==> src/sv/lazy_range_add_sum_tree_macros.svh <==
// Assertion macros used by the segment tree datapath.
`ifndef LAZY_RANGE_ADD_SUM_TREE_MACROS_SVH
`define LAZY_RANGE_ADD_SUM_TREE_MACROS_SVH

// Same-cycle implication, sampled on clk_i, off during reset
`define LRAST_ASSERT_IMP(lbl, ante, cons, msg) \
  lbl: assert property (@(posedge clk_i) disable iff (!rst_ni) (ante) |-> (cons)) \
    else $error(msg);

// Next-cycle implication, sampled on clk_i, off during reset
`define LRAST_ASSERT_NXT(lbl, ante, cons, msg) \
  lbl: assert property (@(posedge clk_i) disable iff (!rst_ni) (ante) |=> (cons)) \
    else $error(msg);

`endif

==> src/sv/lrast_pkg.sv <==
// Types shared by the segment tree controller and datapath.
package lrast_pkg;

  // Item opcodes
  typedef enum logic [1:0] {
    OP_LOAD  = 2'd0,
    OP_BUILD = 2'd1,
    OP_ADD   = 2'd2,
    OP_SUM   = 2'd3
  } opcode_e;

  // Node memory read address source
  typedef enum logic [1:0] {
    AS_CUR   = 2'd0,
    AS_TAG   = 2'd1,
    AS_LEFT  = 2'd2,
    AS_RIGHT = 2'd3
  } addr_sel_e;

  // Which node a tag sequence is updating
  typedef enum logic [1:0] {
    TK_COVER = 2'd0,
    TK_LEFT  = 2'd1,
    TK_RIGHT = 2'd2
  } tag_kind_e;

  // Controller states
  typedef enum logic [14:0] {
    S_CLEAR    = 15'h0001,
    S_IDLE     = 15'h0002,
    S_START    = 15'h0004,
    S_VISIT    = 15'h0008,
    S_LEAF     = 15'h0010,
    S_COV_RD   = 15'h0020,
    S_PUSH_RD  = 15'h0040,
    S_TAG_RD   = 15'h0080,
    S_TAG_MUL  = 15'h0100,
    S_TAG_WR   = 15'h0200,
    S_RET      = 15'h0400,
    S_COMB_RD1 = 15'h0800,
    S_COMB_RD2 = 15'h1000,
    S_COMB_WR  = 15'h2000,
    S_EMIT     = 15'h4000
  } state_e;

  // Commands from controller to datapath
  typedef struct packed {
    logic      load_item;
    logic      write_base;
    logic      init_root;
    logic      acc_add;
    logic      rd_en;
    addr_sel_e rd_sel;
    logic      base_rd;
    logic      leaf_write;
    logic      pend_zero;
    logic      latch_t;
    logic      tag_cover;
    logic      tag_left;
    logic      tag_right;
    logic      mul;
    logic      tag_write;
    logic      stk_push;
    logic      stk_right;
    logic      stk_pop;
    logic      comb_latch;
    logic      comb_write;
    logic      clr_write;
    logic      out_load;
  } dp_cmd_t;

  // Status from datapath to controller
  typedef struct packed {
    opcode_e op;
    logic    range_empty;
    logic    disjoint;
    logic    covered;
    logic    leaf;
    logic    sp_empty;
    logic    top_phase;
    logic    clr_done;
    logic    out_free;
  } dp_status_t;

endpackage

==> src/sv/lrast_ctrl.sv <==
// Sequencer that walks the segment tree for build, range add and range sum.
module lrast_ctrl
  import lrast_pkg::*;
(
  input  logic       clk_i,
  input  logic       rst_ni,
  input  logic       in_valid_i,
  output logic       in_ready_o,
  input  dp_status_t status_i,
  output dp_cmd_t    cmd_o
);

  state_e    state_q, state_d;
  tag_kind_e tk_q, tk_d;

  // State and tag-kind registers
  always_ff @(posedge clk_i or negedge rst_ni) begin
    if (!rst_ni) begin
      state_q <= S_CLEAR;
      tk_q    <= TK_COVER;
    end else begin
      state_q <= state_d;
      tk_q    <= tk_d;
    end
  end

  // Next state and commands
  always_comb begin
    cmd_o      = '0;
    state_d    = state_q;
    tk_d       = tk_q;
    in_ready_o = 1'b0;
    case (state_q)
      S_CLEAR: begin
        cmd_o.clr_write = 1'b1;
        if (status_i.clr_done) state_d = S_IDLE;
      end
      S_IDLE: begin
        in_ready_o = 1'b1;
        if (in_valid_i) begin
          cmd_o.load_item = 1'b1;
          state_d = S_START;
        end
      end
      S_START: begin
        case (status_i.op)
          OP_LOAD: begin
            cmd_o.write_base = 1'b1;
            state_d = S_IDLE;
          end
          OP_BUILD: begin
            cmd_o.init_root = 1'b1;
            state_d = S_VISIT;
          end
          OP_ADD: begin
            if (status_i.range_empty) begin
              state_d = S_IDLE;
            end else begin
              cmd_o.init_root = 1'b1;
              state_d = S_VISIT;
            end
          end
          default: begin
            if (status_i.range_empty) begin
              state_d = S_EMIT;
            end else begin
              cmd_o.init_root = 1'b1;
              state_d = S_VISIT;
            end
          end
        endcase
      end
      S_VISIT: begin
        if (status_i.op == OP_BUILD) begin
          cmd_o.pend_zero = 1'b1;
          if (status_i.leaf) begin
            cmd_o.base_rd = 1'b1;
            state_d = S_LEAF;
          end else begin
            cmd_o.stk_push = 1'b1;
          end
        end else if (status_i.disjoint) begin
          state_d = S_RET;
        end else if (status_i.covered) begin
          if (status_i.op == OP_SUM) begin
            cmd_o.rd_en  = 1'b1;
            cmd_o.rd_sel = AS_CUR;
            state_d = S_COV_RD;
          end else begin
            cmd_o.tag_cover = 1'b1;
            tk_d = TK_COVER;
            state_d = S_TAG_RD;
          end
        end else begin
          cmd_o.rd_en  = 1'b1;
          cmd_o.rd_sel = AS_CUR;
          state_d = S_PUSH_RD;
        end
      end
      S_LEAF: begin
        cmd_o.leaf_write = 1'b1;
        state_d = S_RET;
      end
      S_COV_RD: begin
        cmd_o.acc_add = 1'b1;
        state_d = S_RET;
      end
      S_PUSH_RD: begin
        cmd_o.latch_t   = 1'b1;
        cmd_o.pend_zero = 1'b1;
        cmd_o.tag_left  = 1'b1;
        tk_d = TK_LEFT;
        state_d = S_TAG_RD;
      end
      S_TAG_RD: begin
        cmd_o.rd_en  = 1'b1;
        cmd_o.rd_sel = AS_TAG;
        state_d = S_TAG_MUL;
      end
      S_TAG_MUL: begin
        cmd_o.mul = 1'b1;
        state_d = S_TAG_WR;
      end
      S_TAG_WR: begin
        cmd_o.tag_write = 1'b1;
        case (tk_q)
          TK_LEFT: begin
            cmd_o.tag_right = 1'b1;
            tk_d = TK_RIGHT;
            state_d = S_TAG_RD;
          end
          TK_RIGHT: begin
            cmd_o.stk_push = 1'b1;
            state_d = S_VISIT;
          end
          default: state_d = S_RET;
        endcase
      end
      S_RET: begin
        if (status_i.sp_empty) begin
          state_d = (status_i.op == OP_SUM) ? S_EMIT : S_IDLE;
        end else if (!status_i.top_phase) begin
          cmd_o.stk_right = 1'b1;
          state_d = S_VISIT;
        end else begin
          cmd_o.stk_pop = 1'b1;
          if (status_i.op != OP_SUM) state_d = S_COMB_RD1;
        end
      end
      S_COMB_RD1: begin
        cmd_o.rd_en  = 1'b1;
        cmd_o.rd_sel = AS_LEFT;
        state_d = S_COMB_RD2;
      end
      S_COMB_RD2: begin
        cmd_o.comb_latch = 1'b1;
        cmd_o.rd_en      = 1'b1;
        cmd_o.rd_sel     = AS_RIGHT;
        state_d = S_COMB_WR;
      end
      S_COMB_WR: begin
        cmd_o.comb_write = 1'b1;
        state_d = S_RET;
      end
      S_EMIT: begin
        if (status_i.out_free) begin
          cmd_o.out_load = 1'b1;
          state_d = S_IDLE;
        end
      end
      default: state_d = S_CLEAR;
    endcase
  end

endmodule

==> config.mk <==
export PLATFORM = sky130hd
export DESIGN_NAME = lrast_ctrl
export DESIGN_NICKNAME = d
export VERILOG_FILES = /design/src/sv/lazy_range_add_sum_tree_macros.svh /design/src/sv/lrast_pkg.sv /design/src/sv/lrast_ctrl.sv
export SDC_FILE = /design/constraint.sdc
export NUM_CORES = 1
export LEC_CHECK = 0
export BUFFER_PORTS_ARGS = -buffer_cell sky130_fd_sc_hd__buf_4
export CORE_ASPECT_RATIO = 1.5
export CORE_UTILIZATION = 40
export DETAILED_ROUTE_END_ITERATION = 6
export MAX_ROUTING_LAYER = met4
export SYNTH_ARGS = -nofsm -noshare
export SYNTH_HDL_FRONTEND = slang
export SYNTH_SLANG_ARGS = --single-unit
==> constraint.sdc <==
create_clock -name clk_i -period 2.5 [get_ports clk_i]
set_clock_uncertainty 0.1 [all_clocks]
set_input_delay 0.5 -clock clk_i [delete_from_list [all_inputs] [get_ports clk_i]]
set_output_delay 0.5 -clock clk_i [all_outputs]
set_load 0.01 [all_outputs]
==> results by group, run 1 <==
Outcome
  • Outcome: finished, violations left
  • Failing checks: setup timing

Clock tree
  • Htree depth: 1
  • CTS tree: built
  • Reg clk slew, reported paths: about 0.06 ns
  • Clk Latency, worst-skew pair: roughly 0.25 ns
  • CTS Root Cell: clkbuf_8
  • CTS buffer count: 3
  • Clk sink count: 17
  • Clk buf depth: 2

Global route
  • First-pass GRT wire length: 6.382 mm
  • Vias in the first global route: roughly 1400
  • GRT Resource Usage Total: about a quarter
  • Initial antenna violation count: 0
  • Grt total ovfl: 0
  • Largest net degree at the start of global routing: 18

Route
  • First DRT Iteration DRCs: just under 70
  • Antenna Violating Nets Remaining: 0
  • First-pass iteration count of the detailed router: 5
  • Vias: about 1400
  • Drc violations: 0
  • DR WL/cell: around 15 um
  • Vias per std cell: ~5.6
  • Final wirelength: about 3.8 mm

Critical path
  • Critical Path RT: 1.90 ns
  • Worst-path fanout max: 7
  • Worst setup EP type: output pin
  • Worst setup path class: flip-flop to output pin
  • WP data arrival: approximately 1.9 ns
  • CP Launch Type: flip-flop

Timing
  • Final setup vio count: 2
  • FMAX: 0.3969 GHz
  • Worst Tran Pin Value: roughly 0.42 ns
  • Max-slew violation count: 0
  • Rel. slew slack: 71.87%
  • Crit share post-route: 100.8%
  • TNS Setup: -0.02075 ns
  • Fin crit period: 2.520 ns
  • Final WS setup: -0.01979 ns
  • Final hold vios: 0
  • RSZ-0062 raised after global routing: yes

Placed design
  • Placer Congestion: approximately 0.86
  • I/O Buffers: 36
  • Post-DP HPWL: ~2.9 mm

Synth
  • Synth Register Bits: 17
  • Ys flop type: dfrtp_1
  • Synthesized area: roughly 1300 um^2
  • Post-synthesis sequential area ratio: approximately a third
  • Async SR Flop Fraction: between 90% and 100%
  • EDFF count, synth: 0
  • Mean Syn Cell Area: between 8 and 9 um^2
  • Syn Inst Count: 150
  • Synth warn: 0
  • Netlist cell types: between 40 and 50
  • Net Count, Synth: around 170

Finish
  • Antenna Cells: 0
  • Share of cells above drive strength 1: between 40 and 50%
  • # nets final: 229
  • Layout area overhead: 47.57%

Floorplanning
  • Initial Util: between 40% and 50%
  • I/O Pins: 37
  • Core ar.: around 3200 um^2
  • DIE AREA: 3581 um^2
  • Rows: 25
  • Chip height: 72.79 um
  • Die Span X: between 40 and 50 um

Worst hold path
  • Worst hold path type: input port to async pin

Power
  • VDD IR-drop max: just under 0.0004 V
  • Leakage: ~0.96 nW
  • Design Power: 1.001 mW
  • PwrDens: just over 500 nW/um^2

Job
  • Max Cap Viol: 0
==> worst max-delay path: stages (launching register included) <==
cell,delay (ns)
dfrtp_2,0.44
nor4_4,0.33
buf_12,0.17
nand4_4,0.13
or3_4,0.43
nand2_2,0.08
buf_6,0.10
==> metal layers <==
layer | vias to the layer above | global-route usage [%] | share of wire, %
li1 | 674 | - | -
met1 | 667 | 27.51 | 40
met2 | 57 | 40.94 | 51
met3 | 12 | 2.917 | 5.5
met4 | 0 | 13.07 | 3.0
met5 | - | - | 0
==> placed cells by master, fill, tap and decap left out, types with 8 or more instances in the layout <==
master and instances:
buf_4 59, o21ai_0 8, dfrtp_1 11, inv_1 8, nor2_1 16, nand2_1 13
==> per-stage QoR <==
step                instance area [um^2]  setup WS (ns)  hold WS [ns]  util, %  cells
finish                              1972       -0.01979      0.005754    62.42    252
CTS                                 1878       -0.04550      0.007015    59.45    246
floorplan                           1336         0.1051        0.1044        -    150
detailed placement                  1773         0.1618        0.2765    56.12    238
global placement                    1773         0.2043        0.2757    56.12    238
global route                        1972       -0.08949       0.01363    62.42    252
==> cells by family after synthesis <==
logic type	after synthesis	share of synthesized area (%)
AO/OA/AOI/OAI	25	13.20
buffers and inverters	16	5.430
flip-flops	17	31.93
XOR/XNOR	3	1.967
AND/OR/NAND/NOR	86	44.66
adder cells (fa/ha/maj)	3	2.809
==> cell usage after synthesis (2+ instances only) <==
library cell | n | area, um^2
o22ai_1 | 2 | 12.51
xnor2_1 | 2 | 17.52
nor4_4 | 3 | 63.81
and3b_1 | 2 | 17.52
clkbuf_1 | 3 | 11.26
a21oi_1 | 3 | 15.01
nor4_1 | 3 | 18.77
inv_1 | 9 | 33.78
nand2b_1 | 4 | 25.02
dfrtp_1 | 16 | 400.4
o32ai_1 | 2 | 17.52
nand3_1 | 3 | 15.01
and2_1 | 3 | 18.77
nor4b_1 | 10 | 87.58
or3_1 | 2 | 12.51
nand4_1 | 5 | 31.28
nand2_1 | 14 | 52.55
buf_4 | 3 | 22.52
o21ai_0 | 8 | 40.04
nor3_1 | 5 | 25.02
nand4b_1 | 3 | 26.28
nor2b_1 | 4 | 25.02
ha_1 | 3 | 37.54
nor2_1 | 17 | 63.81
==> path summary, 6_finish.rpt <==
| check | cells past startpoint | end | slack (ns) | start |
|---|---|---|---|---|
| hold / removal | 1 | state_q[13] | 0.006 | rst_ni |
| hold reg to reg | 1 | tk_q[0] | 0.44 | tk_q[0] |
| setup / recovery | 6 | cmd_o[6] | -0.02 | state_q[6] |
| setup reg to reg | 7 | state_q[1] | 0.39 | state_q[6] |
| min in group clk_i | 2 | state_q[6] | 0.33 | status_i[5] |
| max in group asynchronous | 1 | state_q[0] | 2.04 | rst_ni |
==> layout make-up <==
| cell class | instances | area [um^2] |
|---|---|---|
| Sequential cell | 17 | 432.9 |
| Fill cell | 296 | 1187 |
| Inverter | 9 | 33.78 |
| Timing Repair Buffer | 65 | 519.2 |
| Tap cell | 40 | 50.05 |
| Clock buffer | 4 | 45.04 |
| Multi-Input combinational cell | 117 | 890.9 |
==> sequential cells by signal, indices dropped and copies added, names as in the netlist <==
name     flops
state_q     15
tk_q         2
==> repair_timing <==
action,in CTS,in global routing
setup buffers,4,6
hold buffers,0,0
pin swaps,4,7
resized for setup,8,13
setup endpoints to repair,6,10
==> power by group <==
group / switching [mW] / leakage, nW / internal (mW) / total, mW
Sequential: 0.0496 / 0.219 / 0.307 / 0.357
Clock: 0.0908 / 0.0228 / 0.113 / 0.204
Combinational: 0.219 / 0.716 / 0.222 / 0.441
Total: 0.359 / 0.958 / 0.642 / 1.00
(Power assumes the default switching activity.)
==> run 2, diff against run 1 <==
--- a/config.mk
+++ b/config.mk
@@ -10,6 +10,7 @@
 export CORE_UTILIZATION = 40
 export DETAILED_ROUTE_END_ITERATION = 6
 export MAX_ROUTING_LAYER = met4
+export REMOVE_ABC_BUFFERS = 1
 export SYNTH_ARGS = -nofsm -noshare
 export SYNTH_HDL_FRONTEND = slang
 export SYNTH_SLANG_ARGS = --single-unit
==> results by group, run 2 (same netlist as run 1, synthesis figures left out) <==
Clock tree
  • CTS Root Cell: clkbuf_8 (unchanged)
  • CTS buffer count: 3 (unchanged)
  • CTS tree: built (unchanged)
  • Clk Latency, worst-skew pair: 0.25 ns (about the same)
  • Hold buffers post-CTS: 0 (unchanged)
  • Clk buf depth: 2 (unchanged)
  • Clk sink count: 17 (unchanged)
  • Htree depth: 1 (unchanged)
  • Reg clk slew, reported paths: 0.07 ns (was 0.06 ns)

Power
  • Power Internal: 642.2 uW (about the same)
  • Reg power frac: 34.1% (was 35.6%)
  • PwrDens: 516.1 nW/um^2 (was 507.9 nW/um^2)
  • Clock network power share: 20.3% (about the same)
  • P_sw: 377.4 uW (was 359.3 uW)
  • Combinational Power Share: 45.5% (was 44.1%)
  • Leakage: 0.9377 nW (was 0.9581 nW)
  • VDD IR-drop max: 0.0003212 V (was 0.0003911 V)
  • Sw frac: 37.01% (was 35.87%)
  • Design Power: 1.020 mW (was 1.001 mW)

Outcome
  • Outcome: finished, violations left (unchanged)
  • Failing checks: setup timing (unchanged)

Global route
  • Grt total ovfl: 0 (unchanged)
  • First-pass GRT wire length: 6.299 mm (was 6.382 mm)
  • Initial antenna violation count: 0 (unchanged)
  • Largest net degree at the start of global routing: 18 (unchanged)
  • GRT Resource Usage Total: 23.89% (was 24.16%)
  • Vias in the first global route: 1346 (was 1390)

Worst hold path
  • Worst hold path type: input port to async pin (unchanged)

Timing
  • RSZ-0062 raised after global routing: yes (unchanged)
  • FMAX: 0.3942 GHz (was 0.3969 GHz)
  • Final WS setup: -0.03665 ns (was -0.01979 ns)
  • Fin crit period: 2.537 ns (was 2.520 ns)
  • TNS Setup: -0.04528 ns (was -0.02075 ns)
  • Rel. slew slack: 71.36% (was 71.87%)
  • Final hold vios: 0 (unchanged)
  • Min Hold Slack: 0.005161 ns (was 0.005754 ns)
  • Crit share post-route: 101.5% (was 100.8%)
  • Worst Tran Pin Value: 0.4287 ns (was 0.4210 ns)
  • Final setup vio count: 2 (unchanged)
  • Max-slew violation count: 0 (unchanged)

Critical path
  • Worst-path fanout max: 7 (unchanged)
  • CP Launch Type: flip-flop (unchanged)
  • Worst R2R Setup Slack: 0.40 ns (was 0.39 ns)
  • Worst setup path class: flip-flop to output pin (unchanged)
  • Family with the most delay on the worst path: simple AND/OR/NAND/NOR gates (unchanged)
  • CP dominant cell by count: buf_6
  • Crit path cell chain: nor4_4, buf_6, nand4_4, or3_4, nand2_2, buf_6 (was nor4_4, buf_12, nand4_4, or3_4, nand2_2, buf_6)
  • CP bufs+invs: 2 (unchanged)
  • Slowest CP cell: dfrtp_2 (unchanged)
  • Critical Path RT: 1.90 ns (about the same)
  • Worst setup EP type: output pin (unchanged)
  • WP data arrival: 1.94 ns (was 1.92 ns)
  • Critical Path Max Stage Delay: 0.46 ns (was 0.44 ns)

Floorplanning
  • Die Span X: 49.19 um (unchanged)
  • Rows: 25 (unchanged)
  • Core ar.: 3159 um^2 (unchanged)
  • I/O Pins: 37 (unchanged)
  • Chip height: 72.79 um (unchanged)
  • DIE AREA: 3581 um^2 (unchanged)
  • Initial Util: 42.30% (unchanged)

Finish
  • Most frequent cells in the layout: 57 x buf_4, 16 x nor2_1, 12 x nand2_1 (was 59 x buf_4, 16 x nor2_1, 13 x nand2_1)
  • Non-filler cells, final: 250 (was 252)
  • Most common cell after layout, fill and taps aside: buf_4 (unchanged)
  • Largest regs: state_q x15, tk_q x2 (unchanged)
  • Layout area overhead: 47.85% (was 47.57%)
  • Design Area, Final: 1976 um^2 (was 1972 um^2)
  • Reg with most FFs: state_q (unchanged)
  • Fin util: 62.53% (was 62.42%)
  • Share of cells above drive strength 1: 48.10% (was 44.81%)
  • Largest register FFs: 15 (unchanged)
  • # nets final: 227 (was 229)
  • Antenna Cells: 0 (unchanged)

Job
  • Max Cap Viol: 0 (unchanged)

Route
  • DR WL/cell: 15.61 um (was 15.14 um)
  • Final wirelength: 3.903 mm (was 3.816 mm)
  • Antenna Violating Nets Remaining: 0 (unchanged)
  • Vias: 1417 (was 1410)
  • First DRT Iteration DRCs: 36 (was 69)
  • First-pass iteration count of the detailed router: 4 (was 5)
  • Drc violations: 0 (unchanged)
  • Vias per std cell: 5.668 (was 5.595)

Placed design
  • I/O Buffers: 36 (unchanged)
  • Placer Congestion: 0.9262 (was 0.8574)
  • Placed Area: 1708 um^2 (was 1773 um^2)
  • Post-DP HPWL: 2.833 mm (was 2.898 mm)
  • Placed cell count: 231 (was 238)
  • Post-Place Setup Slack: 0.1421 ns (was 0.1618 ns)
run 2: layout make-up:
class,count,area [um^2]
Multi-Input combinational cell,117,920.9
Inverter,9,33.78
Sequential cell,17,435.4
Timing Repair Buffer,63,489.2
Tap cell,40,50.05
Clock buffer,3,41.29
Clock inverter,1,5.005
Fill cell,272,1184
run 2: worst register-to-register path, cell delays in order, from the launching register on:
cell	delay, ns
dfrtp_2	0.46
nor4_4	0.32
buf_6	0.17
nand4_4	0.12
or3_4	0.42
buf_4	0.15
o2111ai_2	0.09
a22o_1	0.20
run 2: path summary, 6_finish.rpt:
check,end,cells past startpoint,from
max in group asynchronous,state_q[0],1,rst_ni
hold reg to reg,tk_q[0],1,tk_q[0]
min in group clk_i,state_q[6],2,status_i[5]
setup reg to reg,state_q[0],7,state_q[8]
setup / recovery,cmd_o[6],6,state_q[8]
hold / removal,state_q[13],1,rst_ni
run 2: power by group through the flow:
stage / Sequential, mW / Combinational (mW) / Clock [mW]
after floorplan: 0.346 / 0.253 / 0
after global placement: 0.356 / 0.376 / 0
after detailed placement: 0.356 / 0.375 / 0
after CTS: 0.348 / 0.407 / 0.212
after global routing: 0.353 / 0.513 / 0.225
final: 0.348 / 0.464 / 0.207
run 2: routing by layer:
layer | share of wire (%) | GRT usage, % | vias up | wire (um)
li1 | - | - | 679 | -
met1 | 40 | 28.57 | 675 | 1559
met2 | 53 | 40.79 | 51 | 2052
met3 | 4.6 | 2.708 | 12 | 179
met4 | 2.8 | 9.150 | 0 | 111
met5 | 0 | - | - | 0
run 2: what timing repair did:
| action | 4_1_cts | 5_1_grt |
|---|---|---|
| buffers inserted | 1 | 12 |
| endpoints found under the setup margin | 10 | 13 |
| gates cloned | 0 | 2 |
| pin swaps | 1 | 9 |
| gates resized for setup | 11 | 21 |
| endpoints found under the hold margin | 0 | 0 |
==> run 3, diff against run 2 <==
--- a/config.mk
+++ b/config.mk
@@ -6,10 +6,11 @@
 export NUM_CORES = 1
 export LEC_CHECK = 0
 export BUFFER_PORTS_ARGS = -buffer_cell sky130_fd_sc_hd__buf_4
-export CORE_ASPECT_RATIO = 1.5
+export CORE_ASPECT_RATIO = 1.2
 export CORE_UTILIZATION = 40
 export DETAILED_ROUTE_END_ITERATION = 6
 export MAX_ROUTING_LAYER = met4
+export PLACE_DENSITY = 0.76
 export REMOVE_ABC_BUFFERS = 1
 export SYNTH_ARGS = -nofsm -noshare
 export SYNTH_HDL_FRONTEND = slang
==> results by group, run 3 (same netlist as run 1, synthesis figures left out) <==
Finish
  • # nets final: 242 (was 227)
  • Share of cells above drive strength 1: 51.56% (was 48.10%)
  • Fin util: 68.75% (was 62.53%)
  • Most frequent cells in the layout: 65 x buf_4, 15 x nor2_1, 12 x nand2_1, 12 x buf_6, 11 x dfrtp_1 (was 57 x buf_4, 16 x nor2_1, 12 x nand2_1)
  • Layout area overhead: 60.02% (was 47.85%)
  • Largest regs: state_q x15, tk_q x2 (unchanged)
  • Most common cell after layout, fill and taps aside: buf_4 (unchanged)
  • Reg with most FFs: state_q (unchanged)
  • Antenna Cells: 0 (unchanged)
  • Largest register FFs: 15 (unchanged)

Power
  • PwrDens: 485.7 nW/um^2 (was 516.1 nW/um^2)
  • VDD IR-drop max: 0.0004370 V (was 0.0003212 V)
  • Leakage: 1.020 nW (was 0.9377 nW)

Timing
  • Rel. slew slack: 69.68% (was 71.36%)
  • RSZ-0062 raised after global routing: yes (unchanged)
  • Worst Tran Pin Value: 0.4538 ns (was 0.4287 ns)
  • Max-slew violation count: 0 (unchanged)
  • Final setup vio count: 9 (was 2)
  • Crit share post-route: 105.2% (was 101.5%)
  • FMAX: 0.3803 GHz (was 0.3942 GHz)
  • Min Hold Slack: 0.2724 ns (was 0.005161 ns)
  • Fin crit period: 2.629 ns (was 2.537 ns)
  • Final WS setup: -0.1293 ns (was -0.03665 ns)
  • Final hold vios: 0 (unchanged)

Clock tree
  • CTS tree: built (unchanged)
  • Reg clk slew, reported paths: 0.10 ns (was 0.07 ns)
  • Clk Latency, worst-skew pair: 0.30 ns (was 0.25 ns)
  • CTS Root Cell: clkbuf_4 (was clkbuf_8)
  • Htree depth: 1 (unchanged)
  • Clk sink count: 17 (unchanged)
  • Clk buf depth: 2 (unchanged)
  • CTS buffer count: 3 (unchanged)

Global route
  • Grt total ovfl: 0 (unchanged)
  • GRT Resource Usage Total: 24.93% (was 23.89%)
  • Largest net degree at the start of global routing: 18 (unchanged)
  • Initial antenna violation count: 0 (unchanged)
  • First-pass GRT wire length: 6.389 mm (was 6.299 mm)
  • Vias in the first global route: 1398 (was 1346)

Worst hold path
  • Hold Crit Start: status_i[5]
  • Hold depth: 2
  • Worst hold path type: input port to flip-flop (was input port to async pin)

Floorplanning
  • I/O Pins: 37 (unchanged)
  • Initial Util: 42.96% (was 42.30%)
  • Chip height: 65.32 um (was 72.79 um)
  • Die Span X: 54.76 um (was 49.19 um)
  • DIE AREA: 3577 um^2 (was 3581 um^2)
  • Core ar.: 3110 um^2 (was 3159 um^2)
  • Rows: 22 (was 25)

Critical path
  • Worst setup path class: flip-flop to output pin (unchanged)
  • Critical Path RT: 1.90 ns (about the same)
  • FF-to-FF path depth: 8 (was 7)
  • Worst setup EP type: output pin (unchanged)
  • WP data arrival: 2.03 ns (was 1.94 ns)
  • Launch point of the worst reg-to-reg path: state_q[7] (was state_q[8])
  • Worst-path fanout max: 6 (was 7)
  • Worst Setup SP: state_q[12] (was state_q[8])
  • CP Launch Type: flip-flop (unchanged)

Route
  • First-pass iteration count of the detailed router: 4 (unchanged)
  • First DRT Iteration DRCs: 69 (was 36)
  • Vias: 1518 (was 1417)
  • DR WL/cell: 16.46 um (was 15.61 um)
  • Vias per std cell: 5.816 (was 5.668)
  • Drc violations: 0 (unchanged)
  • Final wirelength: 4.295 mm (was 3.903 mm)
  • Antenna Violating Nets Remaining: 0 (unchanged)

Placed design
  • Post-DP HPWL: 2.780 mm (was 2.833 mm)
  • Placer Congestion: 0.9187 (was 0.9262)
  • I/O Buffers: 36 (unchanged)

Job
  • Max Cap Viol: 0 (unchanged)

Outcome
  • Outcome: finished, violations left (unchanged)
  • Failing checks: setup timing (unchanged)
run 3: cell types whose count changed in the layout (fill, tap and decap cells not counted), moves of 2 or more:
cell	change
dfrtp_1	+2
clkbuf_4	+3
dfrtp_2	-2
buf_4	+8
clkbuf_8	-3
buf_6	+7
run 3: worst max-delay path: stages, from the launching register on:
cell	delay [ns]
dfrtp_2	0.48
nor3_4	0.35
buf_4	0.17
buf_4	0.09
buf_4	0.10
nand4_1	0.17
o21ai_0	0.19
buf_4	0.18
run 3: layout make-up:
type                       instances  area, um^2
clock buffer                       4       26.28
fill                             227       972.2
inverter                           9       33.78
multi-input combinational        117       967.2
sequential                        17       432.9
tap                               36       45.04
timing repair buffer              78       633.1
run 3: metrics by stage:
stage | TNS [ns] | instance area, um^2 | std cells | total power, mW | setup slack, ns
2_1_floorplan | 0 | 1297 | 143 | 0.5993 | 0.1051
3_3_place_gp | 0 | 1748 | 233 | 0.7315 | 0.1585
3_5_place_dp | 0 | 1748 | 233 | 0.7439 | 0.1004
4_1_cts | -0.04684 | 1979 | 255 | 0.9470 | -0.02139
5_1_grt | -1.503 | 2138 | 261 | 1.100 | -0.2018
6_report | -0.4598 | 2138 | 261 | 1.039 | -0.1293
run 3: path summary, 6_finish.rpt:
kind,end,slack (ns)
max,cmd_o[13],-0.13
min,state_q[6],0.27
max reg2reg,state_q[1],0.38
min reg2reg,tk_q[0],0.47
max in group asynchronous,state_q[0],1.55
min in group asynchronous,state_q[13],0.49
run 3: layer usage:
metal	global-route usage [%]	up-vias	wire length (um)
li1	-	703	-
met1	31.41	735	1752
met2	40.66	70	2198
met3	3.241	10	266
met4	7.051	0	78
met5	-	-	0
run 3: power breakdown:
part           internal, mW  switching, mW
registers             0.307         0.0486
clock network        0.0623         0.0934
logic                 0.264          0.264
total                 0.633          0.406
run 3: timing repair:
item                                    CTS  global route
gates resized for setup                  18            24
endpoints found under the hold margin    16             0
endpoints found under the setup margin   15            16
pin swaps                                 9             8
buffers inserted                         17             6
hold buffers                              1             0
